**config.mk**
```make
export PLATFORM = sky130hd
export DESIGN_NAME = asp_cordic
export DESIGN_NICKNAME = d
export VERILOG_FILES = /design/src/assert_macros.svh /design/src/asp_pkg.sv /design/src/asp_cordic.sv
export SDC_FILE = /design/constraint.sdc
export NUM_CORES = 2
export LEC_CHECK = 0
export BUFFER_PORTS_ARGS = -buffer_cell sky130_fd_sc_hd__buf_2
export CAP_MARGIN = 20
export CORE_UTILIZATION = 35
export CTS_CLUSTER_DIAMETER = 150
export DETAILED_ROUTE_END_ITERATION = 10
export HOLD_SLACK_MARGIN = 0.15
export MAX_ROUTING_LAYER = met4
export SLEW_MARGIN = 20
export SYNTH_ARGS = -nofsm -noshare
export SYNTH_HDL_FRONTEND = slang
export SYNTH_SLANG_ARGS = --single-unit
```
**constraint.sdc**
```tcl
create_clock -name i_clk -period 6.7 [get_ports i_clk]
set_input_delay 1.34 -clock i_clk [delete_from_list [all_inputs] [get_ports i_clk]]
set_output_delay 1.34 -clock i_clk [all_outputs]
set_load 0.005 [all_outputs]
```
**src/assert_macros.svh**
```systemverilog
// assertion helpers for the rtl
`ifndef ASSERT_MACROS_SVH
`define ASSERT_MACROS_SVH

// checked only while out of reset
`define ASP_ASSERT(lbl, clk, rst_n, prop, msg) \
    lbl: assert property (@(posedge clk) disable iff (!(rst_n)) (prop)) else $error(msg);

// checked at every edge, reset included
`define ASP_ASSERT_ALWAYS(lbl, clk, prop, msg) \
    lbl: assert property (@(posedge clk) (prop)) else $error(msg);

`endif

```
**src/asp_pkg.sv**
```systemverilog
`timescale 1ns / 1ps

package asp_pkg;

    localparam int COORD_WIDTH  = 24;
    localparam int ANGLE_WIDTH  = 16;
    localparam int CORDIC_STEPS = 16;
    localparam int ACC_WIDTH    = 32;
    localparam int STR_WIDTH    = 8;
    // headroom for the half-turn negation and the cordic gain
    localparam int XY_WIDTH     = COORD_WIDTH + 3;
    localparam int IN_DATA_WIDTH  = 3 * COORD_WIDTH + STR_WIDTH;
    localparam int OUT_DATA_WIDTH = ((IN_DATA_WIDTH + 7) / 8) * 8;

    localparam int REG_IDX_WIDTH = 2;
    localparam logic [REG_IDX_WIDTH-1:0] REG_HEADING     = 2'd0;
    localparam logic [REG_IDX_WIDTH-1:0] REG_WINDOW_LOW  = 2'd1;
    localparam logic [REG_IDX_WIDTH-1:0] REG_WINDOW_HIGH = 2'd2;

    localparam logic [ANGLE_WIDTH-1:0] HEADING_RESET     = ANGLE_WIDTH'(0);
    localparam logic [ANGLE_WIDTH-1:0] WINDOW_LOW_RESET  = ANGLE_WIDTH'(-6372);
    localparam logic [ANGLE_WIDTH-1:0] WINDOW_HIGH_RESET = ANGLE_WIDTH'(6372);

    localparam logic [ACC_WIDTH-1:0] HALF_TURN = ACC_WIDTH'(1) << (ACC_WIDTH - 1);

    // atan(2^-i) in units of 2^-32 turn
    localparam logic [ACC_WIDTH-1:0] ATAN_TURNS [24] = '{
        32'h20000000, 32'h12E4051E, 32'h09FB385B, 32'h051111D4,
        32'h028B0D43, 32'h0145D7E1, 32'h00A2F61E, 32'h00517C55,
        32'h0028BE53, 32'h00145F2F, 32'h000A2F98, 32'h000517CC,
        32'h00028BE6, 32'h000145F3, 32'h0000A2FA, 32'h0000517D,
        32'h000028BE, 32'h0000145F, 32'h00000A30, 32'h00000518,
        32'h0000028C, 32'h00000146, 32'h000000A3, 32'h00000051
    };

    // point payload and flags that ride along the pipeline
    typedef struct packed {
        logic signed [COORD_WIDTH-1:0] pos_x;
        logic signed [COORD_WIDTH-1:0] pos_y;
        logic signed [COORD_WIDTH-1:0] pos_z;
        logic [STR_WIDTH-1:0]          strength;
        logic                          cloud_end;
        logic                          origin;
    } t_point;

endpackage

```
**src/asp_cordic.sv**
```systemverilog
`timescale 1ns / 1ps

module asp_cordic (
    input  logic                                 i_clk,
    input  logic                                 i_rst_n,
    input  logic                                 i_en,
    input  logic                                 i_valid,
    input  logic signed [asp_pkg::XY_WIDTH-1:0]  i_x,
    input  logic signed [asp_pkg::XY_WIDTH-1:0]  i_y,
    input  logic [asp_pkg::ACC_WIDTH-1:0]        i_acc,
    input  asp_pkg::t_point                      i_point,
    output logic                                 o_valid,
    output logic [asp_pkg::ACC_WIDTH-1:0]        o_acc,
    output asp_pkg::t_point                      o_point
);
    import asp_pkg::*;

    logic                       r_v     [CORDIC_STEPS];
    logic signed [XY_WIDTH-1:0] r_x     [CORDIC_STEPS];
    logic signed [XY_WIDTH-1:0] r_y     [CORDIC_STEPS];
    logic [ACC_WIDTH-1:0]       r_acc   [CORDIC_STEPS];
    t_point                     r_point [CORDIC_STEPS];

    for (genvar k = 0; k < CORDIC_STEPS; k++) begin : g_step
        logic                       w_v;
        logic signed [XY_WIDTH-1:0] w_x;
        logic signed [XY_WIDTH-1:0] w_y;
        logic [ACC_WIDTH-1:0]       w_acc;
        t_point                     w_point;
        logic signed [XY_WIDTH-1:0] n_x;
        logic signed [XY_WIDTH-1:0] n_y;
        logic [ACC_WIDTH-1:0]       n_acc;

        if (k == 0) begin : g_first
            assign w_v     = i_valid;
            assign w_x     = i_x;
            assign w_y     = i_y;
            assign w_acc   = i_acc;
            assign w_point = i_point;
        end else begin : g_next
            assign w_v     = r_v[k-1];
            assign w_x     = r_x[k-1];
            assign w_y     = r_y[k-1];
            assign w_acc   = r_acc[k-1];
            assign w_point = r_point[k-1];
        end

        // rotate towards the x axis, direction from the sign of y
        always_comb begin
            if (!w_y[XY_WIDTH-1]) begin
                n_x   = w_x + (w_y >>> k);
                n_y   = w_y - (w_x >>> k);
                n_acc = w_acc + ATAN_TURNS[k];
            end else begin
                n_x   = w_x - (w_y >>> k);
                n_y   = w_y + (w_x >>> k);
                n_acc = w_acc - ATAN_TURNS[k];
            end
        end

        always_ff @(posedge i_clk) begin
            if (!i_rst_n) begin
                r_v[k] <= 1'b0;
            end else if (i_en) begin
                r_v[k] <= w_v;
            end
        end

        always_ff @(posedge i_clk) begin
            if (i_en) begin
                r_x[k]     <= n_x;
                r_y[k]     <= n_y;
                r_acc[k]   <= n_acc;
                r_point[k] <= w_point;
            end
        end
    end

    assign o_valid = r_v[CORDIC_STEPS-1];
    assign o_acc   = r_acc[CORDIC_STEPS-1];
    assign o_point = r_point[CORDIC_STEPS-1];

endmodule
```
==> flow_summary.json <==
{
  "finalWeightedCongestion": 0.904,
  "fin_skew_ps": 49.0,
  "synth.most_common_cell": "edfxtp_1",
  "fin_nets": 14400,
  "netlist_instances": 12400,
  "rows": 236,
  "start_util_pct": 35.2,
  "wl_per_cell_um": 15.3,
  "grt.overflow.total": 0,
  "path_max_fanout": 18,
  "min_period_over_period_pct": 75.6,
  "syn-num-nets": 13900,
  "cts_root_buf": "clkbuf_16",
  "avgSynthCellArea_um2": 11.8,
  "slew_headroom_pct": 24.0,
  "fin_cells": 18600,
  "max-clock-path-buffers": 4,
  "critPathCaptureType": "register",
  "worstPathRequired_ps": 7390,
  "wl_um": 285000,
  "grt_usage_pct": 13.5,
  "clk_pin_slew_ps": 60,
  "die_width_um": 648,
  "setup_slack_ps": 1630,
  "clkLatencyLatePin_ps": 910,
  "synth_top_area_cell": "edfxtp_1",
  "ys_seq_area_share_pct": 53.1,
  "ys.flop_type": "edfxtp_1",
  "htreeDepth": 5,
  "worst_pin_slew_ps": 1130,
  "synthToLayoutAreaGrowth_pct": 12.3,
  "cts_setup_buffers": 0,
  "netlist_top_cells_area": "edfxtp_1 (53%), ha_1 (11%), xnor2_1 (6.0%)",
  "postCtsHoldBufs": 0,
  "hpwl_um": 212000,
  "routed_via_density": 4.93,
  "syn_area_um2": 146000,
  "drtIter0Drc": 4847,
  "start_kind": "register",
  "hold_ws_ps": 407,
  "cap_violations": 0,
  "grt_pass1_wl_um": 458000,
  "num_vias": 91500,
  "dp_worst_setup_slack_ps": 1570,
  "cp.arrival_ps": 5750,
  "ant_nets": 0,
  "numCtsBuffers": 293,
  "outcome": "finished, final reports clean",
  "drive_above_1_share_pct": 6.92,
  "period_minus_slack_ps": 5070,
  "cts_resized": 0,
  "tns_ps": 0,
  "grt_max_degree": 170,
  "synth.distinct_cells": 93,
  "yosysTopAreaCellShare_pct": 53.1,
  "die_area_um2": 420000,
  "cts_sinks": 2582,
  "grt_pass1_vias": 90100,
  "drc": 0,
  "yosysWarnings": 0,
  "final_hold_viol_count": 0,
  "io_buffer_count": 286,
  "path_class": "register to register",
  "antenna_found_initial": 3,
  "die_h_um": 648,
  "coreArea_um2": 414000,
  "setup_viol_count_final": 0,
  "ioPinCount": 287,
  "ys_top_cells_by_count": "edfxtp_1 (2,581), ha_1 (1,296), a21oi_1 (1,132)",
  "dp_cells": 18000,
  "fill_cells": 39500,
  "synth_edf_count": 2581,
  "drt_pre_antenna_iters": 5,
  "grt_setup_unrepaired": "no",
  "fmax_ghz": 0.197,
  "slew_viol_final": 0,
  "cts_tree": "done",
  "async_reset_ff_share_pct": 0,
  "ys_seq_elements": 2582,
  "hp-class": "register to register"
}
-- cell families after synthesis --
kind of cell	share of synthesized area (%)
adders and majority gates	11.7
muxes	0.356
DFF	53.1
buffers and inverters	1.81
and+or+nand+nor	9.68
xor gates and xnor gates	9.16
AOI/OAI and AO/OA	14.1
-- metrics by stage --
step	util, %	instance area [um^2]
after floorplan	-	146000
after global placement	37.3	154000
after detailed placement	37.3	154000
after CTS	39.6	164000
after global routing	39.6	164000
final	39.6	164000
-- layer usage --
layer,vias up,wire length [um],track usage [%]
li1,47300,-,-
met2,1420,139000,23.5
met3,650,8410,1.56
met1,42200,124000,15.7
met4,0,12800,5.92
met5,-,0,-
-- worst paths after layout --
check	start	end	slack, ps	cells after the start
hold / removal	r_point[9][70]	r_point[10][70]	410	0
hold reg to reg	r_point[9][70]	r_point[10][70]	410	0
setup reg to reg	r_y[0][107]	r_y[0][134]	1630	13
setup / recovery	r_y[0][107]	r_y[0][134]	1630	13
-- placed cells by master, fill, tap and decap left out, drive strengths merged, types with 37 or more instances in the layout --
cell | Yosys | layout
nand2b | 161 | 161
a21boi | 43 | 43
nand2 | 582 | 582
buf | 29 | 365
clkbuf | 155 | 356
o21a | 158 | 158
or3 | 62 | 62
a21oi | 1137 | 1137
nand3 | 206 | 206
nor2 | 969 | 969
edfxtp | 2581 | 2581
o211ai | 37 | 37
ha | 1296 | 1296
o31ai | 48 | 48
nor2b | 164 | 164
clkinv | 4 | 111
o21bai | 153 | 153
inv | 514 | 538
and4 | 37 | 37
o21ai | 541 | 541
a21o | 573 | 573
fa | 44 | 44
a31oi | 141 | 141
nand4 | 86 | 86
nor4 | 82 | 82
nor3 | 296 | 296
xnor2 | 1002 | 1002
a211oi | 92 | 92
xor2 | 525 | 525
and2 | 80 | 80
and3 | 114 | 114
-- sequential cells by signal, summed over array words and instances, names as in the netlist --
register,flops
r_point,1312
r_acc,512
r_y,378
r_x,364
r_v,16
-- critical path: stages, from the launching register on --
cell and delay [ps]:
edfxtp_1 810, inv_1 560, a211oi_1 810, o21ai_0 240, xor2_1 210, ha_1 330
a21o_1 210, a21oi_1 160, or4b_1 490, a31o_2 280, a21o_1 190, a21oi_2 170
a21oi_1 100, xor2_1 290
-- cell type report --
type                       count  area, um^2  share of cell area, %
clock buffer                 356        7630                   4.66
tap                         5474        6850                   4.18
antenna                        4        10.0                0.00611
inverter                     518        1940                   1.19
timing repair buffer         365        2200                   1.34
sequential                  2582       77500                   47.3
multi-input combinational   9109       65800                   40.2
clock inverter               171        1860                   1.14
Power is left out: the tool's default activity adds up to more than one toggle a clock period on the data nets, which glitch-free logic cannot reach.
